<file path="config.mk">
export PLATFORM = sky130hd
export DESIGN_NAME = clipped_line_rasterizer
export DESIGN_NICKNAME = d
export VERILOG_FILES = /design/src/hw/rtl/clr_pkg.sv /design/src/hw/rtl/clipped_line_rasterizer.sv
export VERILOG_INCLUDE_DIRS = /design/src /design/src/hw/rtl
export SDC_FILE = /design/constraint.sdc
export NUM_CORES = 1
export LEC_CHECK = 0
export ABC_AREA = 1
export ABC_CLOCK_PERIOD_IN_PS = 4170
export BUFFER_PORTS_ARGS = -buffer_cell sky130_fd_sc_hd__buf_2
export CORE_MARGIN = 3
export CORE_UTILIZATION = 50
export CTS_CLUSTER_DIAMETER = 150
export DETAILED_ROUTE_END_ITERATION = 8
export PLACE_DENSITY = 0.8
export SLEW_MARGIN = 20
export SYNTH_ARGS = -nofsm -noshare
export SYNTH_HDL_FRONTEND = slang
export SYNTH_SLANG_ARGS = --single-unit
</file>
<file path="constraint.sdc">
create_clock -name clk -period 4.17 [get_ports clk]
set_clock_uncertainty 0.2 [all_clocks]
set_input_delay 0.417 -clock clk [delete_from_list [all_inputs] [get_ports clk]]
set_output_delay 0.417 -clock clk [all_outputs]
set_load 0.02 [all_outputs]
</file>
<file path="src/hw/rtl/clipped_line_rasterizer_assert.svh">
// Assertion macros for the line rasterizer.
// Each macro expects clk and rst_n in scope.
`ifndef CLIPPED_LINE_RASTERIZER_ASSERT_SVH
`define CLIPPED_LINE_RASTERIZER_ASSERT_SVH

// Check that cond holds in the same cycle as trig
`define CLR_ASSERT_SAME(label, trig, cond, msg) \
  label: assert property (@(posedge clk) disable iff (!rst_n) (trig) |-> (cond)) \
    else $error(msg);

// Check that cond holds in the cycle after trig
`define CLR_ASSERT_NEXT(label, trig, cond, msg) \
  label: assert property (@(posedge clk) disable iff (!rst_n) (trig) |=> (cond)) \
    else $error(msg);

`endif

</file>
<file path="src/hw/rtl/clr_pkg.sv">
package clr_pkg;

  localparam int COORD_W = 6;
  localparam int CLIP_W  = 7;
  localparam int STYLE_W = 8;
  localparam int GLYPH_W = 2;
  localparam int ERR_W   = COORD_W + 3;
  localparam int PADDR_W = 3;
  localparam int PDATA_W = 32;

  // Largest coordinate plus one; inputs above COORD_MAX saturate to COORD_MAX
  localparam logic [COORD_W:0] COORD_LIMIT = 7'd64;
  localparam logic [COORD_W:0] COORD_MAX   = COORD_LIMIT - 7'd1;

  localparam logic [CLIP_W-1:0] CLIP_RESET = 7'd64;

  // Register indexes (word address bit)
  localparam logic REG_CLIP_WIDTH  = 1'b0;
  localparam logic REG_CLIP_HEIGHT = 1'b1;

  // Slope glyph codes
  localparam logic [GLYPH_W-1:0] GLYPH_DASH  = 2'd0;
  localparam logic [GLYPH_W-1:0] GLYPH_BAR   = 2'd1;
  localparam logic [GLYPH_W-1:0] GLYPH_BACK  = 2'd2;
  localparam logic [GLYPH_W-1:0] GLYPH_SLASH = 2'd3;

  // Clamp a coordinate to the coordinate range
  function automatic logic [COORD_W-1:0] sat_coord(input logic [COORD_W-1:0] v);
    logic [COORD_W:0] wide;
    wide = {1'b0, v};
    if (wide > COORD_MAX) begin
      return COORD_MAX[COORD_W-1:0];
    end
    return v;
  endfunction

  // Absolute difference of two coordinates
  function automatic logic [COORD_W-1:0] abs_diff(input logic [COORD_W-1:0] a,
                                                   input logic [COORD_W-1:0] b);
    if (a > b) begin
      return a - b;
    end
    return b - a;
  endfunction

endpackage

</file>
<file path="src/hw/rtl/clipped_line_rasterizer.sv">
// Line rasterizer: one segment in, max(|dx|,|dy|)+1 cells out.
// The segment is registered, S_SETUP forms the initial error, S_WALK emits cells
// via the output register: one cell per cycle while out_ready is high, set by
// the single shared error adder. A new segment is taken only in S_IDLE.
// Reset (rst_n low, synchronous): sequencer idle, output empty, both clip
// registers set to 64.
module clipped_line_rasterizer (
  input  logic                          clk,
  input  logic                          rst_n,
  input  logic                          in_valid,
  output logic                          in_ready,
  input  logic [clr_pkg::COORD_W-1:0]   in_start_x,
  input  logic [clr_pkg::COORD_W-1:0]   in_start_y,
  input  logic [clr_pkg::COORD_W-1:0]   in_end_x,
  input  logic [clr_pkg::COORD_W-1:0]   in_end_y,
  input  logic [clr_pkg::STYLE_W-1:0]   in_style_tag,
  output logic                          out_valid,
  input  logic                          out_ready,
  output logic [clr_pkg::COORD_W-1:0]   out_cell_x,
  output logic [clr_pkg::COORD_W-1:0]   out_cell_y,
  output logic                          out_visible,
  output logic [clr_pkg::GLYPH_W-1:0]   out_glyph,
  output logic [clr_pkg::STYLE_W-1:0]   out_style_out,
  output logic                          out_last_cell,
  input  logic                          cfg_psel,
  input  logic                          cfg_penable,
  input  logic                          cfg_pwrite,
  input  logic [clr_pkg::PADDR_W-1:0]   cfg_paddr,
  input  logic [clr_pkg::PDATA_W-1:0]   cfg_pwdata,
  output logic [clr_pkg::PDATA_W-1:0]   cfg_prdata,
  output logic                          cfg_pready
);
  import clr_pkg::*;

  typedef enum logic [1:0] {
    S_IDLE,
    S_SETUP,
    S_WALK
  } state_t;

  state_t                   state_r, state_nxt;
  logic [CLIP_W-1:0]        clip_w_r, clip_w_nxt;
  logic [CLIP_W-1:0]        clip_h_r, clip_h_nxt;

  logic [COORD_W-1:0]       x_r, x_nxt;
  logic [COORD_W-1:0]       y_r, y_nxt;
  logic [COORD_W-1:0]       xe_r, xe_nxt;
  logic [COORD_W-1:0]       ye_r, ye_nxt;
  logic [COORD_W-1:0]       dx_r, dx_nxt;
  logic [COORD_W-1:0]       dy_r, dy_nxt;
  logic                     sx_pos_r, sx_pos_nxt;
  logic                     sy_pos_r, sy_pos_nxt;
  logic [STYLE_W-1:0]       style_r, style_nxt;
  logic signed [ERR_W-1:0]  err_r, err_nxt;

  logic                     out_valid_r, out_valid_nxt;
  logic [COORD_W-1:0]       out_x_r, out_x_nxt;
  logic [COORD_W-1:0]       out_y_r, out_y_nxt;
  logic                     out_vis_r, out_vis_nxt;
  logic [GLYPH_W-1:0]       out_glyph_r, out_glyph_nxt;
  logic [STYLE_W-1:0]       out_style_r, out_style_nxt;
  logic                     out_last_r, out_last_nxt;

  logic                     in_fire;
  logic                     cfg_wr;
  logic                     step_en;
  logic                     done;
  logic signed [ERR_W:0]    e2;
  logic signed [ERR_W:0]    neg_dy;
  logic signed [ERR_W:0]    pos_dx;
  logic                     mx;
  logic                     my;
  logic [COORD_W-1:0]       sx_a, sx_b, sy_a, sy_b;
  logic signed [ERR_W-1:0]  add_base;
  logic signed [ERR_W-1:0]  add_p;
  logic signed [ERR_W-1:0]  add_n;
  logic signed [ERR_W-1:0]  add_sum;
  logic [GLYPH_W-1:0]       glyph;

  assign in_ready = (state_r == S_IDLE);
  assign in_fire  = in_valid && in_ready;

  // Configuration port
  assign cfg_pready = 1'b1;
  assign cfg_wr     = cfg_psel && cfg_penable && cfg_pwrite && cfg_pready;
  always_comb begin
    cfg_prdata = '0;
    case (cfg_paddr[2])
      REG_CLIP_WIDTH:  cfg_prdata = {{(PDATA_W-CLIP_W){1'b0}}, clip_w_r};
      REG_CLIP_HEIGHT: cfg_prdata = {{(PDATA_W-CLIP_W){1'b0}}, clip_h_r};
      default:         cfg_prdata = '0;
    endcase
  end

  // Error test for the current cell
  assign e2     = {err_r, 1'b0};
  assign neg_dy = -$signed({{(ERR_W+1-COORD_W){1'b0}}, dy_r});
  assign pos_dx = $signed({{(ERR_W+1-COORD_W){1'b0}}, dx_r});
  assign mx     = e2 > neg_dy;
  assign my     = e2 < pos_dx;
  assign done   = (x_r == xe_r) && (y_r == ye_r);

  always_comb begin
    if (mx && my) begin
      glyph = (sx_pos_r == sy_pos_r) ? GLYPH_BACK : GLYPH_SLASH;
    end else if (mx) begin
      glyph = GLYPH_DASH;
    end else begin
      glyph = GLYPH_BAR;
    end
  end

  // Shared error adder: dx - dy at setup, err + dx/- dy while walking
  always_comb begin
    add_base = (state_r == S_SETUP) ? '0 : err_r;
    add_p    = ((state_r == S_SETUP) || my) ?
               $signed({{(ERR_W-COORD_W){1'b0}}, dx_r}) : '0;
    add_n    = ((state_r == S_SETUP) || mx) ?
               $signed({{(ERR_W-COORD_W){1'b0}}, dy_r}) : '0;
    add_sum  = add_base + add_p - add_n;
  end

  assign step_en = (state_r == S_WALK) && (!out_valid_r || out_ready);

  // Sequencer and datapath next state
  always_comb begin
    state_nxt     = state_r;
    clip_w_nxt    = clip_w_r;
    clip_h_nxt    = clip_h_r;
    x_nxt         = x_r;
    y_nxt         = y_r;
    xe_nxt        = xe_r;
    ye_nxt        = ye_r;
    dx_nxt        = dx_r;
    dy_nxt        = dy_r;
    sx_pos_nxt    = sx_pos_r;
    sy_pos_nxt    = sy_pos_r;
    style_nxt     = style_r;
    err_nxt       = err_r;
    out_valid_nxt = out_valid_r;
    out_x_nxt     = out_x_r;
    out_y_nxt     = out_y_r;
    out_vis_nxt   = out_vis_r;
    out_glyph_nxt = out_glyph_r;
    out_style_nxt = out_style_r;
    out_last_nxt  = out_last_r;
    sx_a = sat_coord(in_start_x);
    sx_b = sat_coord(in_end_x);
    sy_a = sat_coord(in_start_y);
    sy_b = sat_coord(in_end_y);

    if (cfg_wr) begin
      case (cfg_paddr[2])
        REG_CLIP_WIDTH:  clip_w_nxt = cfg_pwdata[CLIP_W-1:0];
        REG_CLIP_HEIGHT: clip_h_nxt = cfg_pwdata[CLIP_W-1:0];
        default:         clip_w_nxt = clip_w_r;
      endcase
    end

    // Drop the output item once taken
    if (out_valid_r && out_ready) begin
      out_valid_nxt = 1'b0;
    end

    case (state_r)
      S_IDLE: begin
        if (in_fire) begin
          x_nxt      = sx_a;
          y_nxt      = sy_a;
          xe_nxt     = sx_b;
          ye_nxt     = sy_b;
          dx_nxt     = abs_diff(sx_a, sx_b);
          dy_nxt     = abs_diff(sy_a, sy_b);
          sx_pos_nxt = sx_a < sx_b;
          sy_pos_nxt = sy_a < sy_b;
          style_nxt  = in_style_tag;
          state_nxt  = S_SETUP;
        end
      end
      S_SETUP: begin
        err_nxt   = add_sum;
        state_nxt = S_WALK;
      end
      S_WALK: begin
        // Emit the current cell and advance
        if (step_en) begin
          out_valid_nxt = 1'b1;
          out_x_nxt     = x_r;
          out_y_nxt     = y_r;
          out_vis_nxt   = ({1'b0, x_r} < clip_w_r) && ({1'b0, y_r} < clip_h_r);
          out_glyph_nxt = glyph;
          out_style_nxt = style_r;
          out_last_nxt  = done;
          if (done) begin
            state_nxt = S_IDLE;
          end else begin
            err_nxt = add_sum;
            if (mx) begin
              x_nxt = sx_pos_r ? x_r + 1'b1 : x_r - 1'b1;
            end
            if (my) begin
              y_nxt = sy_pos_r ? y_r + 1'b1 : y_r - 1'b1;
            end
          end
        end
      end
      default: state_nxt = S_IDLE;
    endcase
  end

  // State, registers and output stage
  always_ff @(posedge clk) begin
    if (!rst_n) begin
      state_r     <= S_IDLE;
      out_valid_r <= 1'b0;
      clip_w_r    <= CLIP_RESET;
      clip_h_r    <= CLIP_RESET;
    end else begin
      state_r     <= state_nxt;
      out_valid_r <= out_valid_nxt;
      clip_w_r    <= clip_w_nxt;
      clip_h_r    <= clip_h_nxt;
    end
    x_r         <= x_nxt;
    y_r         <= y_nxt;
    xe_r        <= xe_nxt;
    ye_r        <= ye_nxt;
    dx_r        <= dx_nxt;
    dy_r        <= dy_nxt;
    sx_pos_r    <= sx_pos_nxt;
    sy_pos_r    <= sy_pos_nxt;
    style_r     <= style_nxt;
    err_r       <= err_nxt;
    out_x_r     <= out_x_nxt;
    out_y_r     <= out_y_nxt;
    out_vis_r   <= out_vis_nxt;
    out_glyph_r <= out_glyph_nxt;
    out_style_r <= out_style_nxt;
    out_last_r  <= out_last_nxt;
  end

  assign out_valid     = out_valid_r;
  assign out_cell_x    = out_x_r;
  assign out_cell_y    = out_y_r;
  assign out_visible   = out_vis_r;
  assign out_glyph     = out_glyph_r;
  assign out_style_out = out_style_r;
  assign out_last_cell = out_last_r;

`include "clipped_line_rasterizer_assert.svh"

  `CLR_ASSERT_NEXT(a_busy_after_accept, in_fire, !in_ready, "ready high after accept")
  `CLR_ASSERT_NEXT(a_end_cell_last, step_en && done, out_valid && out_last_cell && in_ready, "end cell not flagged last")
  `CLR_ASSERT_NEXT(a_mid_cell_not_last, step_en && !done, out_valid && !out_last_cell && !in_ready, "early last flag")

endmodule
</file>
---- Yosys cells after proc, flatten, opt, wreduce, memory -nomap -nowiden ----
Cells that the tools add are included.
operators by class
  shift-type cells ........................ 0
  add/sub/neg operators ................... 11
  multipliers ............................. 0
  equal/unequal tests ..................... 11
  magnitude comparators ................... 8
  reductions and logical operators ........ 23
  div/mod/pow operators ................... 0
  mux-type cells .......................... 39
  bitwise operators ....................... 1
operator list
  cell                                                                count
  6-bit 2-to-1 mux                                                    16
  32-bit case mux with 2 select lines                                 1
  9-bit 2-to-1 mux                                                    3
  6-bit case mux with 2 select lines                                  2
  6-bit subtractor                                                    4
  9-bit case mux with 2 select lines                                  1
  6-bit by 7-bit < comparator with 1-bit output                       2
  6-bit by 1-bit adder with 6-bit output, second input constant       2
  6-bit == test                                                       2
  6-bit greater-than comparator                                       2
  6-bit < comparator                                                  2
  6-bit by 1-bit subtractor with 6-bit output, second input constant  2
  1-bit 2-to-1 mux                                                    11
  10-bit greater-than comparator                                      1
  10-bit by 7-bit < comparator with 1-bit output                      1
  2-bit != test, second input constant                                5
  6-bit negator with 10-bit output                                    1
  5-bit AND reduction                                                 2
  9-bit by 7-bit adder with 9-bit output                              1
  9-bit by 7-bit subtractor with 9-bit output                         1
  1-bit logical AND                                                   8
  2-bit 2-to-1 mux                                                    4
  2-bit AND reduction                                                 4
  2-bit case mux with 3 select lines                                  1
  other kinds (10)                                                    14
storage, ports and cells
  ROM bits ................................ 0
  word-level logic and storage cells ...... 113
  RAM bits ................................ 0
  output and inout port bits .............. 59
  memories kept ........................... 0
  flip-flop bits (word level) ............. 96
  latch bits .............................. 0

---- Depth between registers and ports, before layout ----
  word-level depth ........................ 8
  depth in mapped cells ................... 24
  depth with buffers taken out ............ 24

---- Worst setup path before layout ----
OpenSTA, ideal clock, no wires.
  kind .................................... register to register
  from .................................... register dy_r[2]
  to ...................................... register err_r[6] (data pin)
  path slack .............................. 278 ps
  setup time .............................. 259 ps
  stages on the path, launching flop included .. 18
  buffers on the path ..................... 0
  required time ........................... 3711 ps
  arrival time ............................ 3433 ps
  period minus slack after synthesis ...... 3892 ps
  cell sequence ........................... edfxtp_1 -> nor3_1 -> nand3_1 -> xor2_1 -> ha_1 -> nand2_1 -> nor2_1 -> nand3_1 -> nand4_1 -> nand3_4 -> a21oi_2 -> fa_1 -> fa_1 -> o21ai_1 -> nand2_1 -> nand2_1 -> a21oi_1 -> xnor2_1
between the ends
  longest elaborated chain between the ends .. 8
ends and longest elaborated chain
  what                                           line                            text
  from (decl)                                    clipped_line_rasterizer.sv:50   logic [COORD_W-1:0] dy_r, dy_nxt;
  from (signal assigned)                         clipped_line_rasterizer.sv:229  dy_r <= dy_nxt;
  6-bit negator with 10-bit output               clipped_line_rasterizer.sv:97   assign neg_dy = -$signed({{(ERR_W+1-COORD_W){1'b0}}, dy_r});
  10-bit greater-than comparator                 clipped_line_rasterizer.sv:99   assign mx = e2 > neg_dy;
  1-bit logical OR                               clipped_line_rasterizer.sv:118  add_n = ((state_r == S_SETUP) || mx) ?
  6-bit 2-to-1 mux *                             clipped_line_rasterizer.sv:118
  9-bit by 7-bit subtractor with 9-bit output *  clipped_line_rasterizer.sv:120  add_sum = add_base + add_p - add_n;
  named net add_sum[6]                           clipped_line_rasterizer.sv:77   logic signed [ERR_W-1:0] add_sum;
  9-bit 2-to-1 mux                               clipped_line_rasterizer.sv:194  if (done) begin
  9-bit 2-to-1 mux                               clipped_line_rasterizer.sv:186  if (step_en) begin
  9-bit case mux with 2 select lines *           clipped_line_rasterizer.sv:165  case (state_r)
  to (signal assigned)                           clipped_line_rasterizer.sv:233  err_r <= err_nxt;
  to (decl)                                      clipped_line_rasterizer.sv:54   logic signed [ERR_W-1:0] err_r, err_nxt;
The timed path passes the listed nets; every way through them passes the cells marked *. The select of a mux whose other input is x is not followed.
A chain may end at the register's enable or synchronous reset.

---- Final worst setup path ----
  from .................................... register dy_r[1]
  to ...................................... register err_r[5] (data pin)
The elaborated chain is that of the path after synthesis.

==> run_results.csv <==
group,metric,value,unit
timing,whs,0.0428,ns
global_route,grt_pass1_vias,4643,
die,coreArea,12300,um2
clock_network,ctsRootBufferMaster,"clkbuf_16",
job,cap_viol_max_count,0,
clock_network,htreeDepth,3,
routing,drt-initial-drc-count,373,
power_and_ir_drop,p_leak,3.53,nW
die,die_h,120,um
placed_design,dp_hpwl,10.5,mm
die,die_w,120,um
global_route,grtUsageTotal,19.7,%
die,die_area,14300,um2
global_route,grt_pass1_wl,22.4,mm
yosys,syn_avg_cell_area,9.08,um2
setup_path,start_kind,"register",
layout,diodes,0,
routing,drtAntennaViolNets,0,
yosys,yosysWarningCount,0,
timing,hold_viol,0,
routing,dr.pass1.iters,5,
clock_network,clock_latency,0.36,ns
yosys,yosysUniqueCellTypes,41,
timing,max_freq,248,MHz
routing,num_vias,4913,
routing,finalWirelength,13.7,mm
timing,finalSetupViolCount,0,
outcome,status,"completed",
power_and_ir_drop,ir_drop,0.386,mV
layout,fin_nets,946,
clock_network,cts.sinks,96,
timing,final-max-slew-violation-count,0,
power_and_ir_drop,pwr-share-comb,46.6,%
clock_network,ctsLongestPathBuffers,2,
routing,via_per_inst,5.06,
yosys,ys_seq_elements,96,
yosys,yosysSeqAreaShare,42.1,%
min_path,holdCritPathClass,"input pin to register",
setup_path,worst_ep_arrival_time,3.94,ns
power_and_ir_drop,p_int,2.58,mW
clock_network,cts_tree,"done",
layout,drive_gt1_share,19.2,%
clock_network,path_clk_slew,0.07,ns
clock_network,cts_made_buffers,9,
power_and_ir_drop,seq_power_share,33.1,%
setup_path,critPathMaxFanout,5,
placed_design,place_congestion,0.952,
global_route,grt_max_degree,25,
power_and_ir_drop,clock_power_share,20.3,%
layout,area_growth,14.8,%
power_and_ir_drop,power.density,563,nW/um2
routing,drt-wirelength-per-cell,14.1,um
yosys,synthesis.instances,710,
timing,tightest_slew,0.952,ns
yosys,synth.cell_area,6450,um2
timing,min_period,4.03,ns
global_route,antenna_found_initial,0,
routing,drcViolationCount,0,
die,initial_core_util,52.4,%
power_and_ir_drop,swShare,38.0,%
setup_path,end_kind,"register",
power_and_ir_drop,net-switching-power,1.58,mW
die,num_rows,40,
clock_network,hold_buffers,0,
die,ios,133,
setup_path,cp_data_required_time,4.07,ns
global_route,grt.overflow.total,0,
placed_design,numPortBuffers,79,
setup_path,crit_type,"register to register",
timing,fin_crit_sh,96.7,%
power_and_ir_drop,power,4.17,mW
layout,fin_util,60.1,%
timing,slew_headroom,36.5,%
## repair_timing
item,in CTS,in global routing
resized for setup,1,25
setup endpoints to repair,1,7
pin swaps,0,7
setup buffers,0,2
## metal layers
layer,wire length (um),GRT usage (%)
met1,6030,26.8
met2,6330,31.3
met3,1040,4.71
met4,297,6.44
met5,0,0
## per-stage QoR
| step | setup WS (ns) | cell area (um2) | setup TNS, ns | std cells |
|---|---|---|---|---|
| 2_1_floorplan | 0.278 | 6540 | 0 | 734 |
| 3_3_place_gp | 0.0749 | 6950 | 0 | 952 |
| 3_5_place_dp | -0.0337 | 6950 | -0.0337 | 952 |
| 4_1_cts | 0.0219 | 7260 | 0 | 968 |
| 5_1_grt | -0.0732 | 7400 | -0.195 | 970 |
| 6_report | 0.139 | 7400 | 0 | 970 |
## area by class of cell
| cell class | count | area (um2) |
|---|---|---|
| tap | 168 | 210 |
| fill | 1035 | 4910 |
| timing repair buffer | 89 | 474 |
| multi-input combinational | 480 | 3240 |
| inverter | 121 | 454 |
| sequential | 96 | 2710 |
| clock buffer | 9 | 225 |
| clock inverter | 7 | 82.6 |
## state kept, by name, summed over array words and instances (netlist names), 6 cells and up
signal / flops
out_style_out: 8
xe_r: 6
out_cell_y: 6
clip_h_r: 7
x_r: 6
out_cell_x: 6
clip_w_r: 7
style_r: 8
dy_r: 6
ye_r: 6
err_r: 9
dx_r: 6
y_r: 6
## worst paths after layout
kind	startpoint	to	slack, ns	depth (start not counted)
worst max-delay path	dy_r[1]	err_r[5]	0.14	21
worst min register to register	style_r[3]	out_style_out[3]	0.23	0
worst max register to register	dy_r[1]	err_r[5]	0.14	21
worst min-delay path	in_style_tag[2]	style_r[2]	0.04	1
## cell families after synthesis
kind of cell / after synthesis / share of synthesized area (%)
flops: 96 / 42.1
simple gates: 225 / 15.2
fa+ha+maj: 75 / 15.9
compound gates: 111 / 9.80
buf+inv: 158 / 11.1
other cells: 2 / 0.116
xor+xnor: 43 / 5.84
## power by group through the flow
stage	logic, mW	clock network, mW	registers [mW]
after floorplan	1.31	0	1.37
after global placement	1.64	0	1.39
after detailed placement	1.70	0	1.40
after CTS	1.74	0.860	1.38
after global routing	2.22	0.892	1.39
final	1.94	0.846	1.38
## worst max-delay path, cell delays in order (launching register included)
cell      delay, ns
edfxtp_1       0.46
inv_2          0.12
ha_2           0.20
nand3_2        0.13
xor2_1         0.17
ha_1           0.29
nand2_2        0.06
nor2_2         0.14
nand3_2        0.12
nand3_2        0.11
nand2_2        0.06
nand3_4        0.13
a21oi_2        0.08
fa_1           0.54
inv_1          0.07
ha_4           0.26
a21oi_1        0.12
nand2_1        0.11
nand2_1        0.08
nand2_1        0.05
a21oi_1        0.18
xor2_1         0.09
## cell usage after synthesis (all sizes together)
cell	instances	area (um2)
clkbuf	4	16.3
o21ai	43	230
nand2b	1	6.26
buf	33	243
nand3	20	113
dfxtp	17	340
nor2	35	141
o211ai	2	15.0
o22ai	2	12.5
nand2	152	616
o311ai	2	17.5
inv	121	454
o21a	1	7.51
fa	12	240
a31oi	6	37.5
nor3	5	25.0
xor2	31	272
xnor2	12	105
nand4	8	50.1
o21bai	2	15.0
or2	4	27.5
a21o	4	32.5
a21oi	48	255
edfxtp	79	2370
conb	2	7.51
ha	63	788
o2111ai	1	8.76
## cells in the final DEF, fill, tap and decap left out, types with 7 or more instances in the layout
cell	count
nand2_1	140
inv_1	116
edfxtp_1	79
buf_2	79
ha_1	58
a21oi_1	40
o21ai_0	38
xor2_1	31
nor2_1	31
conb_1	26
dfxtp_1	17
nand3_1	15
xnor2_1	12
fa_1	11
clkbuf_16	9
buf_4	9
nand4_1	8
nand2_2	8
a21oi_2	7
No activity file was read; power rests on OpenSTA's default activity.
